==> config.mk <==
export PLATFORM = sky130hd
export DESIGN_NAME = aasr_fifo
export DESIGN_NICKNAME = d
export VERILOG_FILES = /design/src/sv/aasr_pkg.sv /design/src/sv/aasr_fifo.sv
export SDC_FILE = /design/constraint.sdc
export NUM_CORES = 1
export LEC_CHECK = 0
export BUFFER_PORTS_ARGS = -buffer_cell sky130_fd_sc_hd__buf_2
export CORE_MARGIN = 2
export CORE_UTILIZATION = 47
export DETAILED_ROUTE_END_ITERATION = 8
export HOLD_SLACK_MARGIN = 0.1
export MAX_ROUTING_LAYER = met4
export PLACE_DENSITY = 0.77
export SYNTH_ARGS = -nofsm -noshare
export SYNTH_HDL_FRONTEND = slang
export SYNTH_SLANG_ARGS = --single-unit
export TNS_END_PERCENT = 50
==> constraint.sdc <==
create_clock -name i_clk -period 4.5 [get_ports i_clk]
set_input_delay 0.45 -clock i_clk [delete_from_list [all_inputs] [get_ports i_clk]]
set_output_delay 0.45 -clock i_clk [all_outputs]
set_load 0.05 [all_outputs]
==> src/sv/aasr_pkg.sv <==
// ----------------------------------------------------------------------------
// aasr_pkg
// Shared constants, types and helpers of the array axis sum reduce core.
// ----------------------------------------------------------------------------
`timescale 1ns / 1ps

package aasr_pkg;

    localparam int MAX_DIMS   = 4;
    localparam int OUT_DEPTH  = 4096;
    localparam int DIM_BITS   = 12;

    localparam int AX_W       = (MAX_DIMS > 1) ? $clog2(MAX_DIMS) : 1;
    localparam int D_W        = $clog2(MAX_DIMS + 1);
    localparam int EXT_W      = DIM_BITS + 1;
    localparam int IDX_W      = $clog2(OUT_DEPTH);
    localparam int SIZE_W     = $clog2(OUT_DEPTH + 1);

    localparam int NUM_DIMS_W = 3;
    localparam int DSIZE_W    = 13;
    localparam int KEEP_W     = 4;
    localparam int CFG_IDX_W  = 3;
    localparam int CFG_DATA_W = 13;
    localparam int RIDX_W     = 12;

    localparam int S_TDATA_W  = 80;
    localparam int M_TDATA_W  = 64;

    localparam int Q_DEPTH    = 2;
    localparam int Q_PTR_W    = 1;

    localparam logic [CFG_IDX_W-1:0] REG_NUM_DIMS   = 3'd0;
    localparam logic [CFG_IDX_W-1:0] REG_DIM_SIZE_0 = 3'd1;
    localparam logic [CFG_IDX_W-1:0] REG_DIM_SIZE_1 = 3'd2;
    localparam logic [CFG_IDX_W-1:0] REG_DIM_SIZE_2 = 3'd3;
    localparam logic [CFG_IDX_W-1:0] REG_DIM_SIZE_3 = 3'd4;
    localparam logic [CFG_IDX_W-1:0] REG_KEEP_MASK  = 3'd5;

    localparam logic ACT_ELEMENT = 1'b0;
    localparam logic ACT_READ    = 1'b1;

    localparam logic [63:0] CANON_NAN = 64'h7FF8_0000_0000_0000;

    typedef struct packed {
        logic             is_read;
        logic             flag;     // element: first contribution; read: index in range
        logic [IDX_W-1:0] idx;
        logic [63:0]      bits;
    } t_cmd;

    function automatic logic [EXT_W-1:0] f_clamp_ext(input logic [DSIZE_W-1:0] v);
        logic [EXT_W-1:0] top;
        top = EXT_W'(1) << DIM_BITS;
        if (v == '0) begin
            return EXT_W'(1);
        end else if ({{(EXT_W+DSIZE_W){1'b0}}, v} > {{DSIZE_W{1'b0}}, {EXT_W{1'b0}}, top}) begin
            return top;
        end
        return EXT_W'(v);
    endfunction

    function automatic logic [D_W-1:0] f_clamp_dims(input logic [NUM_DIMS_W-1:0] v);
        if (v == '0) begin
            return D_W'(1);
        end else if ({{D_W{1'b0}}, v} > (NUM_DIMS_W + D_W)'(MAX_DIMS)) begin
            return D_W'(MAX_DIMS);
        end
        return D_W'(v);
    endfunction

endpackage

==> src/sv/aasr_fifo.sv <==
// ----------------------------------------------------------------------------
// aasr_fifo
// Short command queue between the classifier and the accumulator.
// ----------------------------------------------------------------------------
`timescale 1ns / 1ps

module aasr_fifo import aasr_pkg::*; (
    input  logic i_clk,
    input  logic i_rst_n,
    input  logic i_push,
    input  t_cmd i_cmd,
    input  logic i_pop,
    output t_cmd o_head,
    output logic o_empty,
    output logic o_full
);

    t_cmd               r_mem [Q_DEPTH];
    logic [Q_PTR_W-1:0] r_wptr;
    logic [Q_PTR_W-1:0] r_rptr;
    logic [Q_PTR_W:0]   r_count;

    assign o_empty = (r_count == '0);
    assign o_full  = (r_count == (Q_PTR_W+1)'(Q_DEPTH));
    assign o_head  = r_mem[r_rptr];

    always_ff @(posedge i_clk) begin
        if (i_push) begin
            r_mem[r_wptr] <= i_cmd;
        end
        if (!i_rst_n) begin
            r_wptr  <= '0;
            r_rptr  <= '0;
            r_count <= '0;
        end else begin
            if (i_push) begin
                r_wptr <= r_wptr + 1'b1;
            end
            if (i_pop) begin
                r_rptr <= r_rptr + 1'b1;
            end
            if (i_push && !i_pop) begin
                r_count <= r_count + 1'b1;
            end else if (i_pop && !i_push) begin
                r_count <= r_count - 1'b1;
            end
        end
    end

endmodule

Word level (Yosys, flattened, before mapping)
Memories as Yosys holds them, arrays and structs flattened. A register that Yosys moved wholly into a read port is not among the register bits.
Index checks and enable logic that the tools add are counted.
{"block": "word_totals", "ff_bits": 4, "elab_cells": 21, "mem_count": 1, "ram_bits": 156}
{"memory": "r_mem", "words": 2, "word_bits": 78, "read_ports": 1, "rd_ports_with_merged_regs": 1, "wr": 1, "line": "aasr_fifo.sv:18", "rtl": "t_cmd r_mem [Q_DEPTH];"}
{"block": "op_classes", "muxes": 6, "n_eq_ne": 1, "n_reduce_logical": 6, "add_sub_neg": 4}
{"op": "2-to-1 mux 1 bit", "n": 4}
{"op": "2-to-1 mux 2 bit", "n": 2}
{"op": "adder 1 bit (second input constant)", "n": 2}
{"op": "adder 2 x 1 -> 2 bit (second input constant)", "n": 1}
{"op": "equality test 2 bit (second input constant)", "n": 1}
{"op": "logical AND 1 bit", "n": 2}
{"op": "zero test 1 bit", "n": 2}
{"op": "zero test 2 bit", "n": 1}
{"op": "nonzero test 2 bit", "n": 1}
{"op": "subtractor 2 x 1 -> 2 bit (second input constant)", "n": 1}

Logic depth before layout (Yosys ltp)
Gate-level depths: netlist of run 1.
{"block": "depth", "depth_word": 4, "ltp_mapped": 5, "mapped_depth_nobuf": 5}

Worst setup path before layout of run 1
Ideal clock, no wire load.
{"block": "synth_path", "path_kind": "in2reg", "startpoint": "in i_push", "endpoint": "mem r_mem[0][0] in the netlist's numbering, enable pin", "arrival_time_ns": 3.893, "setup_slack_ns": 0.082, "path_buffers": 0, "stages": 1, "setup_ns": 0.525, "path_cell_list": "nor2b_1"}
{"block": "synth_via", "elab_chain_cells": 2}
{"element": "start: declaration", "line": "aasr_fifo.sv:10", "rtl": "input logic i_push,"}
{"element": "2-to-1 mux 1 bit", "line": "aasr_fifo.sv:28", "rtl": "if (i_push) begin"}
{"element": "2-to-1 mux 1 bit (not written as such)", "line": "aasr_fifo.sv:29", "rtl": "r_mem[r_wptr] <= i_cmd;"}
{"element": "end: declaration", "line": "aasr_fifo.sv:18"}
No other way between the ends.

==> run_results.csv, run 1 <==
group,metric,value,unit
run_status,status,"completed",
setup_path,end_kind,"primary output",
logic_synthesis,synth_warnings,0,
logic_synthesis,postSynthAreaPerCell,22.4,sq um
setup_path,crit_cells,2,
pwr,clock_power_share,38.5,%
die,start_util,47.5,%
timing,setup_tns,0,ns
setup_path,crit_family,"flip-flops",
clock_tree,clk_pin_slew,0.06,ns
pwr,swShare,24.7,%
timing,worstMarginPinSlew,1.13,ns
routing,routed_wl,9950,um
final_layout,seqCellArea,4790,sq um
setup_path,r2r_cells,2,
hold_path,min_path_cells,1,
setup_path,cp.required,4.05,ns
setup_path,path_cells,"mux2_2 -> buf_2",
logic_synthesis,syn_inst,265,
routing,ant_nets,0,
timing,fin_worst_skew,0.00557,ns
final_layout,num_antenna_cells,0,
logic_synthesis,synth_top_cell_by_area,"edfxtp_1",
global_route,grt.total_usage,15.6,%
timing,timing.fmax,381,MHz
setup_path,critPathLaunchType,"register",
placement,gp_congestion,0.683,
clock_tree,clk_path_buf_depth,2,
pwr,vdd_drop_max,365,uV
placement,place_inst,590,
logic_synthesis,ys_seq_elements,161,
timing,drv_slew,0,
final_layout,fin_util,60.4,%
pwr,power_density,503,nW/um^2
flow_run,maxCapViolations,0,
global_route,grt_pass1_wl,14700,um
pwr,p_int,2.85,mW
pwr,p_sw,0.932,mW
clock_tree,ctsHoldBuffers,0,
routing,vias,2966,
logic_synthesis,synthDistinctLibCells,17,
global_route,antenna_found_initial,0,
final_layout,drive_above_1_share,60.2,%
routing,wl_per_cell,16.0,um
clock_tree,postCtsSetupBuffers,0,
global_route,grt_pass1_vias,3083,
final_layout,num-nets-final,520,
timing,rsz0062_at_grt,"no",
die,ios,162,
pwr,p_seq_share,47.2,%
setup_path,max_stage_delay,1.09,ns
die,dieWidth,116,um
final_layout,syn2layout_area_growth,27.0,%
setup_path,path_class,"register to primary output",
routing,dr.pass1.iters,4,
logic_synthesis,netlist_area,5920,sq um
timing,finalSetupViolations,0,
final_layout,final_cells,622,
timing,relSlewSlack,24.8,%
die,chipHeight,116,um
placement,portBuffers,161,
logic_synthesis,yosysSeqAreaShare,80.8,%
clock_tree,h-tree-depth,4,
hold_path,hold_path_class,"input pin to register",
timing,hold_viol_final,0,
clock_tree,cts.sink_count,161,
timing,timing.final.crit_share,58.4,%
routing,drt_drc_violations_left,0,
global_route,grt_max_degree,79,
clock_tree,cts_root_buf,"clkbuf_16",
pwr,power.leakage,2.88,nW
die,dieArea,13500,sq um
clock_tree,tritoncts,"built",
routing,dr.first_iter.drc_count,156,
final_layout,fill_cells,906,
setup_path,crit_fanout,78,
die,rows,41,
pwr,pwr-share-comb,14.3,%
setup_path,cpMaxStageDelayCell,"dfxtp_4",
logic_synthesis,syn_nets,348,
die,core_area,12500,sq um
setup_path,path_buf_inv,1,
timing,min_period,2.63,ns
routing,via_per_inst,4.77,
clock_tree,cts_made_buffers,17,
final_layout,multi_input_area,1080,sq um
setup_path,cp.arrival,2.18,ns
clock_tree,insertion_delay,0.41,ns
placement,dpl.hpwl,6410,um
logic_synthesis,synth_top_area_share,79.1,%
clock_tree,post_cts_resized,0,
global_route,grt.overflow.total,0,
logic_synthesis,synth.area.top_cells,"edfxtp_1 79%, mux2_2 11%, mux2_4 5.1%, dfxtp_1 1.7%, buf_6 0.76%",
[registers in the layout (all words and copies together) (netlist names), named ones only]
| name | count |
|---|---|
| r_count | 2 |
| r_mem | 156 |
| r_rptr | 1 |
| r_wptr | 1 |
[synth_stat cells]
master and n:
edfxtp_1 156, nor2_1 1, o21ai_0 1, mux2_2 58, or3_1 1, a21boi_1 1
buf_2 5, nor2b_1 3, xnor2_1 1, and2_1 4, o21a_1 1, ha_1 1
mux2_4 20, buf_6 4, inv_1 1, dfxtp_1 5, xor2_1 2
[placed cells by master, fill, tap and decap left out, drive strengths merged]
cell	count
dfxtp	5
edfxtp	156
clkinv	3
buf	162
xor2	2
a21boi	1
nor2	1
clkbuf	26
nor2b	3
o21ai	1
bufinv	3
xnor2	1
o21a	1
inv	1
or3	1
mux2	78
ha	1
and2	4
[path summary, 6_finish.rpt]
kind	to	startpoint	slack, ns
worst max-delay path	o_head[71]	register	1.87
worst min-delay path	r_mem[0][33]	i_cmd[33]	0.22
worst max register to register	r_mem[0][42]	r_wptr	2.61
worst min register to register	r_count[1]	r_count[1]	0.52
[stage by stage]
| step | area [sq um] | setup WS, ns | hold WS, ns | total power [mW] |
|---|---|---|---|---|
| 3_3_place_gp | 6910 | 2.28 | 0.477 | 2.35 |
| 3_5_place_dp | 6910 | 2.24 | 0.511 | 2.36 |
| 6_report | 7520 | 1.87 | 0.223 | 3.78 |
| 4_1_cts | 7520 | 1.82 | 0.202 | 3.82 |
| 5_1_grt | 7520 | 1.74 | 0.203 | 3.92 |
| 2_1_floorplan | 5920 | 0.0818 | 0.466 | 2.23 |
[per-layer routing]
layer	part of all wire (%)	track usage (%)	vias up
li1	-	-	1392
met1	39	17.2	1443
met2	52	25.3	119
met3	8.0	5.66	12
met4	1.5	6.90	0
met5	0	-	-
[layout make-up]
cell class / instances / area share (%)
timing repair buffer: 162 / 11.0
sequential: 161 / 63.6
clock inverter: 6 / 1.40
tap: 172 / 2.86
inverter: 1 / 0.0499
clock buffer: 26 / 6.77
multi-input combinational: 94 / 14.3
[power by group through the flow]
| stage | Sequential, mW | Clock [mW] | Combinational, mW |
|---|---|---|---|
| 2_1_floorplan | 1.78 | 0 | 0.445 |
| 5_1_grt | 1.79 | 1.56 | 0.569 |
| 4_1_cts | 1.78 | 1.49 | 0.549 |
| 3_3_place_gp | 1.81 | 0 | 0.538 |
| 3_5_place_dp | 1.82 | 0 | 0.547 |
| 6_report | 1.78 | 1.46 | 0.542 |
[worst reg2reg max path, cell delays in order (launching register included)]
cell and delay, ns:
dfxtp_1 0.34, nor2b_4 0.85, buf_12 0.38
[cell families (layout without fill, tap and decap cells)]
group,Yosys count,after routing,synth area share (%)
multiplexers,78,78,16.1
AO/OA/AOI/OAI,3,3,0.338
buffers and inverters,10,195,1.25
AND/OR/NAND/NOR,9,9,0.908
flip-flops,161,161,80.8
adder cells (fa/ha/maj),1,1,0.211
XOR/XNOR,3,3,0.444
Power figures use the tool's default switching activity.
==> inputs of run 2 (changes only) <==
--- a/config.mk
+++ b/config.mk
@@ -5,6 +5,7 @@
 export SDC_FILE = /design/constraint.sdc
 export NUM_CORES = 1
 export LEC_CHECK = 0
+export ABC_AREA = 1
 export BUFFER_PORTS_ARGS = -buffer_cell sky130_fd_sc_hd__buf_2
 export CORE_MARGIN = 2
 export CORE_UTILIZATION = 47
==> constraint.sdc (replaced) <==
create_clock -name i_clk -period 2.2 [get_ports i_clk]
set_input_delay 0.22 -clock i_clk [delete_from_list [all_inputs] [get_ports i_clk]]
set_output_delay 0.22 -clock i_clk [all_outputs]
set_load 0.05 [all_outputs]
==> run_results.csv, run 2 <==
group,metric,value,unit
routing,wl_per_cell,15.7,um
flow_run,maxCapViolations,0,
placement,dpl.hpwl,6470,um
run_status,status,"completed",
final_layout,largest_reg_flops,156,
logic_synthesis,synthArstFlopShare,0,%
hold_path,hold_path_class,"input pin to register",
routing,routed_wl,11300,um
routing,dr.first_iter.drc_count,188,
placement,gp_congestion,0.685,
setup_path,end_kind,"primary output",
timing,drv_slew,0,
global_route,grt.overflow.total,0,
pwr,power.leakage,3.25,nW
logic_synthesis,syn_nets,361,
final_layout,drive_above_1_share,50.1,%
timing,fin_worst_skew,0.00424,ns
clock_tree,clk_pin_slew,0.06,ns
clock_tree,h-tree-depth,4,
logic_synthesis,yosysSeqAreaShare,80.6,%
routing,drt_drc_violations_left,0,
logic_synthesis,synthFlopType,"edfxtp_1",
global_route,grt_pass1_vias,3597,
routing,vias,3395,
clock_tree,cts.sink_count,161,
logic_synthesis,synth_edf_count,156,
pwr,power.total,7.72,mW
timing,finalSetupViolations,0,
setup_path,critPathLaunchType,"register",
die,rows,41,
clock_tree,post_cts_resized,0,
routing,wl_met3,613,um
setup_path,path_class,"register to primary output",
timing,timing.fmax,493,MHz
die,dieArea,13500,sq um
routing,ant_nets,0,
routing,dr.pass1.iters,5,
pwr,vdd_drop_max,643,uV
routing,routed-wl-met2,5950,um
global_route,antenna_found_initial,0,
final_layout,num_antenna_cells,0,
placement,portBuffers,161,
logic_synthesis,ys_seq_elements,161,
placement,dp_slack,0.606,ns
logic_synthesis,synth_top_cell_by_area,"edfxtp_1",
clock_tree,tritoncts,"built",
final_layout,syn2layout_area_growth,40.8,%
final_layout,multi_input_area,1060,sq um
timing,worstMarginPinSlew,0.618,ns
pwr,power_density,924,nW/um^2
timing,timing.final.crit_share,92.1,%
placement,dpl_cell_area,6950,sq um
setup_path,cp.arrival,1.81,ns
final_layout,seqCellArea,4790,sq um
routing,via_per_inst,4.72,
die,core_area,12500,sq um
global_route,grt.total_usage,17.5,%
final_layout,final_cells,719,
final_layout,top_register,"r_mem",
clock_tree,cts_root_buf,"clkbuf_16",
logic_synthesis,synthDistinctLibCells,14,
die,ios,162,
timing,rsz0062_at_grt,"no",
clock_tree,clk_path_buf_depth,2,
clock_tree,cts_made_buffers,17,
setup_path,crit_fanout,78,
final_layout,num-nets-final,618,
timing,setup_tns,0,ns
die,chipHeight,116,um
final_layout,biggestRegsByFlops,"r_mem x156, r_count x2",
die,dieWidth,116,um
logic_synthesis,syn_inst,278,
logic_synthesis,synth_warnings,0,
timing,relSlewSlack,58.8,%
final_layout,postLayoutCellArea,8360,sq um
clock_tree,insertion_delay,0.41,ns
final_layout,fill_cells,815,
logic_synthesis,yosysMostFrequentCell,"edfxtp_1",
setup_path,r2r_slack,0.80,ns
logic_synthesis,synth_commonest_cells,"156 x edfxtp_1, 58 x mux2_2, 20 x mux2_4",
final_layout,layout_common_cells,"161 x buf_2, 156 x edfxtp_1, 81 x dlygate4sd3_1",
placement,place_inst,607,
global_route,grt_pass1_wl,17000,um
logic_synthesis,synth_top_area_share,78.9,%
logic_synthesis,postSynthAreaPerCell,21.4,sq um
setup_path,cp.required,1.98,ns
logic_synthesis,synth.area.top_cells,"edfxtp_1 79%, mux2_2 11%, mux2_4 5.1%, dfxtp_1 1.7%, buf_6 0.76%",
global_route,grt_max_degree,79,
routing,top_layer,"met4",
timing,min_period,2.03,ns
final_layout,layout_commonest_cell,"buf_2",
die,start_util,47.6,%
timing,setup_ws,0.173,ns
timing,hold_viol_final,0,
routing,wl_met1,4520,um
logic_synthesis,netlist_area,5940,sq um
[run 2: cell count changes in the layout (fill, tap and decap cells not counted), sizes merged, moves of 4 or more]
cell and change:
nand2 +8, nor2 +8, and2 -4, dlygate4sd3 +81, clkinv +4, buf +4, inv +6, clkbuf -8
[run 2: per-layer routing]
metal / up-vias / track usage [%]
met5: - / -
met4: 0 / 6.83
met3: 22 / 5.55
met2: 129 / 29.3
met1: 1652 / 19.7
li1: 1592 / -
[run 2: final cells by class]
type	instances	share of cell area (%)
clock buffer	18	5.13
clock inverter	13	2.02
inverter	8	0.374
multi-input combinational	100	12.7
sequential	161	57.3
tap	172	2.57
timing repair buffer	247	19.9
[run 2: kinds of logic after synthesis]
family	Yosys count	synth area share, %
AO/OA/AOI/OAI	2	0.168
adder cells (fa/ha/maj)	1	0.211
buffers and inverters	17	1.69
flip-flops	161	80.6
multiplexers	78	16.1
AND/OR/NAND/NOR	19	1.26
[run 2: worst max-delay path, stage by stage, from the launching register on]
cell	delay (ns)
dfxtp_4	0.35
buf_12	0.37
mux2_2	0.40
buf_2	0.21
[run 2: final timing paths]
check	cells after the start	from	end
worst max-delay path	3	register	o_head[62]
worst min-delay path	3	i_push	r_count[0]
worst max register to register	3	r_wptr	r_mem[1][44]
worst min register to register	2	r_rptr	register
[run 2: stage by stage]
| step | util [%] | hold slack [ns] |
|---|---|---|
| 5_1_grt | 67.0 | 0.257 |
| 4_1_cts | 67.0 | 0.227 |
| 3_5_place_dp | 55.7 | 0.411 |
| 6_report | 67.0 | 0.259 |
| 3_3_place_gp | 55.7 | 0.408 |
| 2_1_floorplan | - | 0.319 |
[run 2: power by group]
group | switching [mW] | internal, mW
registers | 0.0402 | 3.55
logic | 0.769 | 0.400
clock network | 1.09 | 1.87
total | 1.90 | 5.82
[run 2: what timing repair did]
action | CTS | global route
buffers inserted | 0 | 0
hold buffers | 81 | 0
endpoints found under the hold margin | 160 | 0
