--- src/sv/aasr_pkg.sv ---
// ----------------------------------------------------------------------------
// aasr_pkg
// Shared constants, types and helpers of the array axis sum reduce core.
// ----------------------------------------------------------------------------
`timescale 1ns / 1ps

package aasr_pkg;

    localparam int MAX_DIMS   = 4;
    localparam int OUT_DEPTH  = 4096;
    localparam int DIM_BITS   = 12;

    localparam int AX_W       = (MAX_DIMS > 1) ? $clog2(MAX_DIMS) : 1;
    localparam int D_W        = $clog2(MAX_DIMS + 1);
    localparam int EXT_W      = DIM_BITS + 1;
    localparam int IDX_W      = $clog2(OUT_DEPTH);
    localparam int SIZE_W     = $clog2(OUT_DEPTH + 1);

    localparam int NUM_DIMS_W = 3;
    localparam int DSIZE_W    = 13;
    localparam int KEEP_W     = 4;
    localparam int CFG_IDX_W  = 3;
    localparam int CFG_DATA_W = 13;
    localparam int RIDX_W     = 12;

    localparam int S_TDATA_W  = 80;
    localparam int M_TDATA_W  = 64;

    localparam int Q_DEPTH    = 2;
    localparam int Q_PTR_W    = 1;

    localparam logic [CFG_IDX_W-1:0] REG_NUM_DIMS   = 3'd0;
    localparam logic [CFG_IDX_W-1:0] REG_DIM_SIZE_0 = 3'd1;
    localparam logic [CFG_IDX_W-1:0] REG_DIM_SIZE_1 = 3'd2;
    localparam logic [CFG_IDX_W-1:0] REG_DIM_SIZE_2 = 3'd3;
    localparam logic [CFG_IDX_W-1:0] REG_DIM_SIZE_3 = 3'd4;
    localparam logic [CFG_IDX_W-1:0] REG_KEEP_MASK  = 3'd5;

    localparam logic ACT_ELEMENT = 1'b0;
    localparam logic ACT_READ    = 1'b1;

    localparam logic [63:0] CANON_NAN = 64'h7FF8_0000_0000_0000;

    typedef struct packed {
        logic             is_read;
        logic             flag;     // element: first contribution; read: index in range
        logic [IDX_W-1:0] idx;
        logic [63:0]      bits;
    } t_cmd;

    function automatic logic [EXT_W-1:0] f_clamp_ext(input logic [DSIZE_W-1:0] v);
        logic [EXT_W-1:0] top;
        top = EXT_W'(1) << DIM_BITS;
        if (v == '0) begin
            return EXT_W'(1);
        end else if ({{(EXT_W+DSIZE_W){1'b0}}, v} > {{DSIZE_W{1'b0}}, {EXT_W{1'b0}}, top}) begin
            return top;
        end
        return EXT_W'(v);
    endfunction

    function automatic logic [D_W-1:0] f_clamp_dims(input logic [NUM_DIMS_W-1:0] v);
        if (v == '0) begin
            return D_W'(1);
        end else if ({{D_W{1'b0}}, v} > (NUM_DIMS_W + D_W)'(MAX_DIMS)) begin
            return D_W'(MAX_DIMS);
        end
        return D_W'(v);
    endfunction

endpackage

--- src/sv/aasr_front.sv ---
// ----------------------------------------------------------------------------
// aasr_front
// Configuration, coordinate counters and output index for each input beat.
// ----------------------------------------------------------------------------
`timescale 1ns / 1ps

module aasr_front import aasr_pkg::*; (
    input  logic                  i_clk,
    input  logic                  i_rst_n,
    input  logic                  i_cfg_we,
    input  logic [CFG_IDX_W-1:0]  i_cfg_idx,
    input  logic [CFG_DATA_W-1:0] i_cfg_data,
    input  logic                  i_valid,
    output logic                  o_ready,
    input  logic                  i_action,
    input  logic [63:0]           i_element,
    input  logic [RIDX_W-1:0]     i_read_idx,
    input  logic                  i_full,
    output logic                  o_push,
    output t_cmd                  o_cmd
);

    logic [NUM_DIMS_W-1:0] r_num_dims;
    logic [DSIZE_W-1:0]    r_dim_size [MAX_DIMS];
    logic [KEEP_W-1:0]     r_keep;
    logic [DIM_BITS-1:0]   r_cnt      [MAX_DIMS];
    logic [SIZE_W-1:0]     r_part     [MAX_DIMS];
    logic [SIZE_W-1:0]     r_stride   [MAX_DIMS];
    logic [SIZE_W-1:0]     r_size;
    logic                  r_ovf;
    logic                  r_busy;
    logic [AX_W-1:0]       r_ax;

    logic [D_W-1:0]          dims;
    logic [MAX_DIMS-1:0]     used;
    logic [MAX_DIMS-1:0]     kept;
    logic [MAX_DIMS-1:0]     wrap;
    logic [MAX_DIMS-1:0]     inc;
    logic [EXT_W-1:0]        ext [MAX_DIMS];
    logic [SIZE_W-1:0]       idx_sum;
    logic                    first;
    logic [SIZE_W+EXT_W-1:0] prod;
    logic                    accept;
    logic                    is_elem;

    always_comb begin
        dims    = f_clamp_dims(r_num_dims);
        idx_sum = '0;
        first   = 1'b1;
        for (int n = 0; n < MAX_DIMS; n++) begin
            used[n] = ((D_W+1)'(n) < {1'b0, dims});
            ext[n]  = (n < 4) ? f_clamp_ext(r_dim_size[n]) : EXT_W'(1);
            kept[n] = used[n] && (n < KEEP_W) && r_keep[n % KEEP_W];
            wrap[n] = ({1'b0, r_cnt[n]} + 1'b1) >= ext[n];
            idx_sum = idx_sum + r_part[n];
            if (used[n] && !kept[n] && (r_cnt[n] != '0)) begin
                first = 1'b0;
            end
        end
        inc[0] = used[0];
        for (int n = 1; n < MAX_DIMS; n++) begin
            inc[n] = inc[n-1] && wrap[n-1] && used[n];
        end
        prod = r_size * ext[r_ax];
    end

    assign o_ready = !r_busy && !i_full;
    assign accept  = i_valid && o_ready;
    assign is_elem = (i_action == ACT_ELEMENT);
    assign o_push  = accept && !(is_elem && r_ovf);

    always_comb begin
        o_cmd.is_read = !is_elem;
        o_cmd.bits    = i_element;
        if (is_elem) begin
            o_cmd.idx  = idx_sum[IDX_W-1:0];
            o_cmd.flag = first;
        end else begin
            o_cmd.idx  = i_read_idx[IDX_W-1:0];
            o_cmd.flag = !r_ovf && ({{(SIZE_W-RIDX_W){1'b0}}, i_read_idx} < r_size);
        end
    end

    always_ff @(posedge i_clk) begin
        if (!i_rst_n) begin
            r_num_dims <= NUM_DIMS_W'(1);
            r_keep     <= KEEP_W'(1);
            for (int n = 0; n < MAX_DIMS; n++) begin
                r_dim_size[n] <= DSIZE_W'(1);
                r_cnt[n]      <= '0;
                r_part[n]     <= '0;
                r_stride[n]   <= '0;
            end
            r_size <= SIZE_W'(1);
            r_ovf  <= 1'b0;
            r_busy <= 1'b1;
            r_ax   <= '0;
        end else if (i_cfg_we) begin
            case (i_cfg_idx)
                REG_NUM_DIMS:   r_num_dims    <= i_cfg_data[NUM_DIMS_W-1:0];
                REG_DIM_SIZE_0: r_dim_size[0] <= i_cfg_data;
                REG_DIM_SIZE_1: r_dim_size[1 % MAX_DIMS] <= i_cfg_data;
                REG_DIM_SIZE_2: r_dim_size[2 % MAX_DIMS] <= i_cfg_data;
                REG_DIM_SIZE_3: r_dim_size[3 % MAX_DIMS] <= i_cfg_data;
                REG_KEEP_MASK:  r_keep        <= i_cfg_data[KEEP_W-1:0];
                default: ;
            endcase
            if (i_cfg_idx <= REG_KEEP_MASK) begin
                for (int n = 0; n < MAX_DIMS; n++) begin
                    r_cnt[n]  <= '0;
                    r_part[n] <= '0;
                end
                r_size <= SIZE_W'(1);
                r_ovf  <= 1'b0;
                r_busy <= 1'b1;
                r_ax   <= '0;
            end
        end else if (r_busy) begin
            r_stride[r_ax] <= kept[r_ax] ? r_size : '0;
            if (kept[r_ax]) begin
                if (prod > (SIZE_W+EXT_W)'(OUT_DEPTH)) begin
                    r_ovf <= 1'b1;
                end
                r_size <= prod[SIZE_W-1:0];
            end
            if (r_ax == AX_W'(MAX_DIMS - 1)) begin
                r_busy <= 1'b0;
            end else begin
                r_ax <= r_ax + 1'b1;
            end
        end else if (accept && is_elem) begin
            for (int n = 0; n < MAX_DIMS; n++) begin
                if (inc[n]) begin
                    if (wrap[n]) begin
                        r_cnt[n]  <= '0;
                        r_part[n] <= '0;
                    end else begin
                        r_cnt[n]  <= r_cnt[n] + 1'b1;
                        r_part[n] <= r_part[n] + r_stride[n];
                    end
                end
            end
        end
    end

endmodule

--- config.mk ---
export PLATFORM = sky130hd
export DESIGN_NAME = aasr_front
export DESIGN_NICKNAME = d
export VERILOG_FILES = /design/src/sv/aasr_pkg.sv /design/src/sv/aasr_front.sv
export SDC_FILE = /design/constraint.sdc
export NUM_CORES = 1
export LEC_CHECK = 0
export BUFFER_PORTS_ARGS = -buffer_cell sky130_fd_sc_hd__buf_4
export CAP_MARGIN = 20
export CORE_MARGIN = 4
export CORE_UTILIZATION = 55
export CTS_BUF_LIST = sky130_fd_sc_hd__clkbuf_2
export DETAILED_ROUTE_END_ITERATION = 16
export GPL_TIMING_DRIVEN = 0
export PLACE_DENSITY = 0.76
export SETUP_SLACK_MARGIN = 0.1
export SYNTH_ARGS = -nofsm -noshare
export SYNTH_HDL_FRONTEND = slang
export SYNTH_SLANG_ARGS = --single-unit
export TNS_END_PERCENT = 10
--- constraint.sdc ---
create_clock -name i_clk -period 9.78 [get_ports i_clk]
set_input_delay 1.467 -clock i_clk [delete_from_list [all_inputs] [get_ports i_clk]]
set_output_delay 1.467 -clock i_clk [all_outputs]
set_load 0.02 [all_outputs]
# Yosys cells after proc, flatten, opt, wreduce, memory -nomap -nowiden
# Memory sizes are Yosys's and may differ from the RTL's.
# Index checks and enable logic that the tools add are counted.
# Widths: inputs -> output; s select.
[word_totals]
register_bits = 24
latch_bits = 0
ramBits = 204
mem_bits_ro = 0
inputBits = 98
output_inout_bits = 80
word_cells = 299
mem_count = 4
[classes]
add_sub_neg = 16
multipliers = 1
div = 0
order_cmp = 18
eq_ne = 8
shifts = 0
muxes = 165
n_bitwise = 30
reduce_logical = 51
[mem_list]
columns = ["name", "words", "word_bits", "read_ports", "rd_clocked_by_memory_dff", "wr", "line", "text"]
rows = [
  ["r_dim_size", 4, 13, 4, 0, 4, "aasr_front.sv:24", "logic [DSIZE_W-1:0] r_dim_size [MAX_DIMS];"],
  ["r_part", 4, 13, 4, 0, 4, "aasr_front.sv:27", "logic [SIZE_W-1:0] r_part [MAX_DIMS];"],
  ["r_stride", 4, 13, 4, 0, 4, "aasr_front.sv:28", "logic [SIZE_W-1:0] r_stride [MAX_DIMS];"],
  ["r_cnt", 4, 12, 4, 0, 4, "aasr_front.sv:26", "logic [DIM_BITS-1:0] r_cnt [MAX_DIMS];"],
]
[ops]
columns = ["cell", "n"]
rows = [
  ["$mux 13", 37],
  ["$mux 12", 12],
  ["$mux 1", 106],
  ["$add 12x1->13 const B", 4],
  ["$add 13x13->13", 4],
  ["$ge 13x13->1", 4],
  ["$gt 13x13->1 const B", 4],
  ["$logic_not 13->1", 4],
  ["$add 12x1->12 const B", 4],
  ["$reduce_bool 12->1", 4],
  ["$add 12x12->12", 3],
  ["$or 1x1->1", 28],
  ["$bmux 13 s2", 1],
  ["$gt 26x13->1 const B", 1],
  ["$mul 13x13->26", 1],
  ["$logic_and 1x1->1", 24],
  ["$lt 12x13->1", 1],
  ["$reduce_or 13->1", 1],
  ["$mux 2", 5],
  ["$mux 3", 3],
  ["$logic_not 1->1", 8],
  ["$eq 3x2->1 const B", 2],
  ["$eq 3x3->1 const B", 2],
  ["$logic_not 3->1", 2],
  ["18 further kinds", 24],
]

# Depth between registers and ports, before layout
[depth]
ltp_word = 19
mapped_depth = 29
depth_no_buf = 28

# Worst setup path before layout
# No wires, ideal clock.
[synth_timing]
path_type = "register to register"
from = "mem r_dim_size[1][4]"
to = "reg r_ovf"
setup_time_ns = 0.131
arrival_time_ns = 6.737
required_ns = 9.649
slack_ns = 2.912
path_stages_with_launch = 29
n_path_buf = 2
period_less_slack_ns = 6.868
path_cell_list = "edfxtp_1 > nor4_1 > nand4b_1 > xnor2_1 > and2_1 > buf_2 > a221oi_1 > a21oi_1 > clkbuf_1 > and2_1 > fa_1 > inv_1 > fa_1 > inv_1 > fa_1 > inv_1 > fa_1 > fa_1 > inv_1 > ha_1 > a21oi_1 > o2bb2ai_1 > or3_1 > a311oi_1 > nor2b_1 > o2111a_1 > mux2i_1 > nor4_1 > a31oi_1"
[synth_lines]
columns = ["element", "line", "text"]
rows = [
  ["start, declared", "aasr_front.sv:24", ""],
  ["end signal, assigned", "aasr_front.sv:95", "r_ovf <= 1'b0;"],
  ["end signal, assigned", "aasr_front.sv:114", "r_ovf <= 1'b0;"],
  ["end signal, assigned", "aasr_front.sv:122", "r_ovf <= 1'b1;"],
  ["end, declared", "aasr_front.sv:30", "logic r_ovf;"],
]

# Final worst setup path
[layout_timing]
from = "reg r_ax[0]"
to = "reg r_ovf"
[layout_between]
elab_chain_len = 8
word_cells_on_any_way = 11
classes_between = "mul (1); order compare (1); mux (5); bitwise (1); reduce/logical (3)"
[layout_rtl]
columns = ["element", "line", "text"]
rows = [
  ["start, declared", "aasr_front.sv:32", "logic [AX_W-1:0] r_ax;"],
  ["start signal, assigned", "aasr_front.sv:129", "r_ax <= r_ax + 1'b1;"],
  ["$not 2->3 (not written as such)", "aasr_front.sv:64", "prod = r_size * ext[r_ax];"],
  ["$bmux 13 s2", "aasr_front.sv:64", ""],
  ["$mux 13 (not written as such) (2 in a row)", "aasr_front.sv:64", ""],
  ["$mul 13x13->26", "aasr_front.sv:64", ""],
  ["$gt 26x13->1", "aasr_front.sv:121", "if (prod > (SIZE_W+EXT_W)'(OUT_DEPTH)) begin"],
  ["$reduce_bool 2->1 (no line)", "-", ""],
  ["$reduce_and 4->1 (no line) (*)", "-", ""],
]
# Every way passes the cells marked *; elsewhere a longest branch is shown, timed or not. The select of a mux whose other input is x is not followed.
# A chain may end at the register's enable or synchronous reset.

==> impl_metrics.json <==
{
  "status": "completed",
  "yosysTopAreaCell": "edfxtp_1",
  "synth_fa_ha_area_share_pct": 26.8,
  "grt_pass1_vias": 16663,
  "cp_max_fo": 10,
  "cts_tree": "done",
  "viasPerCell": 5.79,
  "p_comb_share_pct": 36.8,
  "vias": 16424,
  "yosys.area.top_type_share_pct": 25.5,
  "p_clk_share_pct": 24.5,
  "setup_viol": 0,
  "routed_wl_um": 54300,
  "first_pass_iters": 8,
  "fin_crit_sh_pct": 85.7,
  "synthMuxAreaShare_pct": 1.35,
  "post_cts_resized": 0,
  "timing.final.ws_setup_ns": 1.40,
  "synth_edf_count": 172,
  "layout_common_cells": "inv_1 (237), nand2_1 (227), ha_1 (199)",
  "dieArea_mm2": 0.0399,
  "arrival_ns": 9.19,
  "slew_headroom_pct": 33.8,
  "grt_max_degree": 25,
  "rsz0062_at_grt": "false",
  "ys.flop_type": "edfxtp_1",
  "required_ns": 10.59,
  "clk_pin_slew_ns": 0.14,
  "num_rows": 70,
  "synth_cell_type_count": 72,
  "clock_path_buffers": 3,
  "synth-simple-area-share_pct": 19.3,
  "postCtsSetupBuffers": 0,
  "coreArea_mm2": 0.0364,
  "async_reset_ff_share_pct": 0,
  "p_sw_share_pct": 39.3,
  "area.growth.synth_to_final_pct": 10.4,
  "synth_top_family_by_area": "adder cells",
  "postCtsHoldBufs": 0,
  "setup_tns_ns": 0,
  "drtIter0Drc": 1184,
  "ant_nets": 0,
  "grt_pass1_wl_um": 86300,
  "dp_worst_setup_slack_ns": 1.59,
  "maxCapViolCount": 0,
  "p_leak_nw": 10.2,
  "hp-class": "reg -> reg",
  "grt_usage_pct": 27.4,
  "worst_setup_path_start_kind": "flip-flop",
  "end_kind": "flip-flop",
  "root_buffer": "clkbuf_2",
  "clk_latency_ns": 0.93,
  "max_slew.worst_pin.slew_ns": 0.982,
  "hold_viol_final": 0,
  "grt-ovfl-total": 0,
  "hpwl_um": 43800,
  "syn_nets": 2584,
  "fin_skew_ns": 0.0698,
  "internal-power_w": 0.00175,
  "numPortBuffers": 112,
  "drc": 0,
  "final_util_pct": 61.4,
  "drt-wirelength-per-cell_um": 19.1,
  "ys_warn_count": 0,
  "power.density_mw_per_mm2": 129,
  "num-nets-final": 2768,
  "die_width_um": 200,
  "peakVddDrop_mv": 0.0681,
  "syn_inst": 2140,
  "cts_max_level": 2,
  "initial_utilization_pct": 55.6,
  "layout-drive-gt1-share_pct": 13.7,
  "synth-seq-area-share_pct": 30.3,
  "switchingPower_w": 0.00114,
  "die_h_um": 200,
  "pin_count": 178,
  "fmax_mhz": 119,
  "antenna_found_initial": 2,
  "synth_compound_area_share_pct": 9.76,
  "period_needed_ns": 8.38,
  "syn_area_mm2": 0.0202,
  "ys_top_cells_by_area": "edfxtp_1 (26%), fa_1 (15%), ha_1 (12%)",
  "seq_power_share_pct": 38.7,
  "cts_made_buffers": 60,
  "cts_sinks": 220,
  "critPathKind": "reg -> reg",
  "drv_slew": 0,
  "gp_congestion": 0.940,
  "layout_commonest_cell": "inv_1",
  "synth_seq_cells": 220,
  "synth_area_per_cell_um2": 9.46,
  "synth_xor_area_share_pct": 4.20,
  "hold_ws_ns": 0.536
}
==> area by class of cell <==
class | count | area, um2
fillers | 3080 | 14100
multi-input cells | 1539 | 12400
flip-flops and latches | 220 | 6130
repair buffers | 122 | 938
inverters | 240 | 901
plain buffers | 141 | 788
well taps | 468 | 586
clock buffers | 84 | 420
clock inverters | 23 | 150
diodes | 1 | 2.50
==> synth_stat cells (20+ instances only) <==
master and n:
inv_1 237, nand2_1 227, ha_1 199, edfxtp_1 172, and2_1 149, fa_1 147, nor2_1 95, a21oi_1 93
o21ai_0 73, buf_4 65, clkbuf_1 65, nor3_1 65, xnor2_1 61, dfxtp_1 48, nand3_1 45, nor4_1 44
nor2b_1 39, xor2_1 36, a21o_1 24, nor3b_1 20
==> logic make-up after synthesis <==
kind of cell,count (synthesis)
buf+inv,381
xor+xnor,97
compound gates,310
mux,23
simple gates,763
flops,220
fa+ha+maj,346
==> path summary, 6_finish.rpt <==
path | from | end | slack [ns] | cells past startpoint
max | r_ax[0] | r_ovf | 1.40 | 25
min | r_part[0][7] | r_part[0][7] | 0.54 | 2
max reg2reg | r_ax[0] | r_ovf | 1.40 | 25
min reg2reg | r_part[0][7] | r_part[0][7] | 0.54 | 2
==> per-layer routing <==
metal / up-vias / share of wire, % / global-route usage, % / routed length, um
met1: 7894 / 40 / 35.6 / 21800
met2: 714 / 47 / 44.9 / 25500
met4: 2 / 4.1 / 10.4 / 2230
met5: - / 0.024 / 0 / 13
met3: 153 / 8.7 / 6.60 / 4750
li1: 7661 / - / - / -
==> power by group through the flow <==
stage,Combinational [W],Sequential (W),Clock [W]
6_report,0.00106,0.00112,0.000707
2_1_floorplan,0.000739,0.00111,0
3_3_place_gp,0.00101,0.00113,0
4_1_cts,0.00105,0.00111,0.000717
3_5_place_dp,0.00105,0.00114,0
5_1_grt,0.00119,0.00112,0.000770
==> sequential cells by signal (all words and copies together) (netlist names) <==
| signal | flops |
|---|---|
| r_stride | 48 |
| r_ovf | 1 |
| r_keep | 4 |
| r_part | 48 |
| r_size | 13 |
| r_dim_size | 52 |
| r_num_dims | 3 |
| r_ax | 2 |
| r_busy | 1 |
| r_cnt | 48 |
==> critical path, cell delays in order, from the launching register on <==
cell       delay (ns)
dfxtp_1          0.40
buf_2            0.29
buf_1            0.41
clkbuf_1         0.47
a31oi_1          0.16
a21oi_1          0.61
clkbuf_1         0.56
nand2_1          0.17
fa_1             0.56
inv_1            0.05
fa_1             0.45
ha_1             0.33
fa_1             0.54
inv_1            0.05
fa_1             0.52
inv_1            0.04
ha_1             0.37
and3_1           0.23
o2bb2ai_1        0.20
or3_1            0.49
a311oi_1         0.40
nor2b_1          0.09
o2111a_1         0.25
mux2i_1          0.13
nor4_1           0.37
a31oi_1          0.13
==> through the flow <==
step	cells	total power [W]	instance area (um2)
2_1_floorplan	2140	0.00185	20200
3_3_place_gp	2720	0.00215	21700
3_5_place_dp	2729	0.00218	21800
4_1_cts	2836	0.00289	22300
5_1_grt	2838	0.00308	22400
6_report	2838	0.00289	22400
Power figures use the tool's default switching activity.
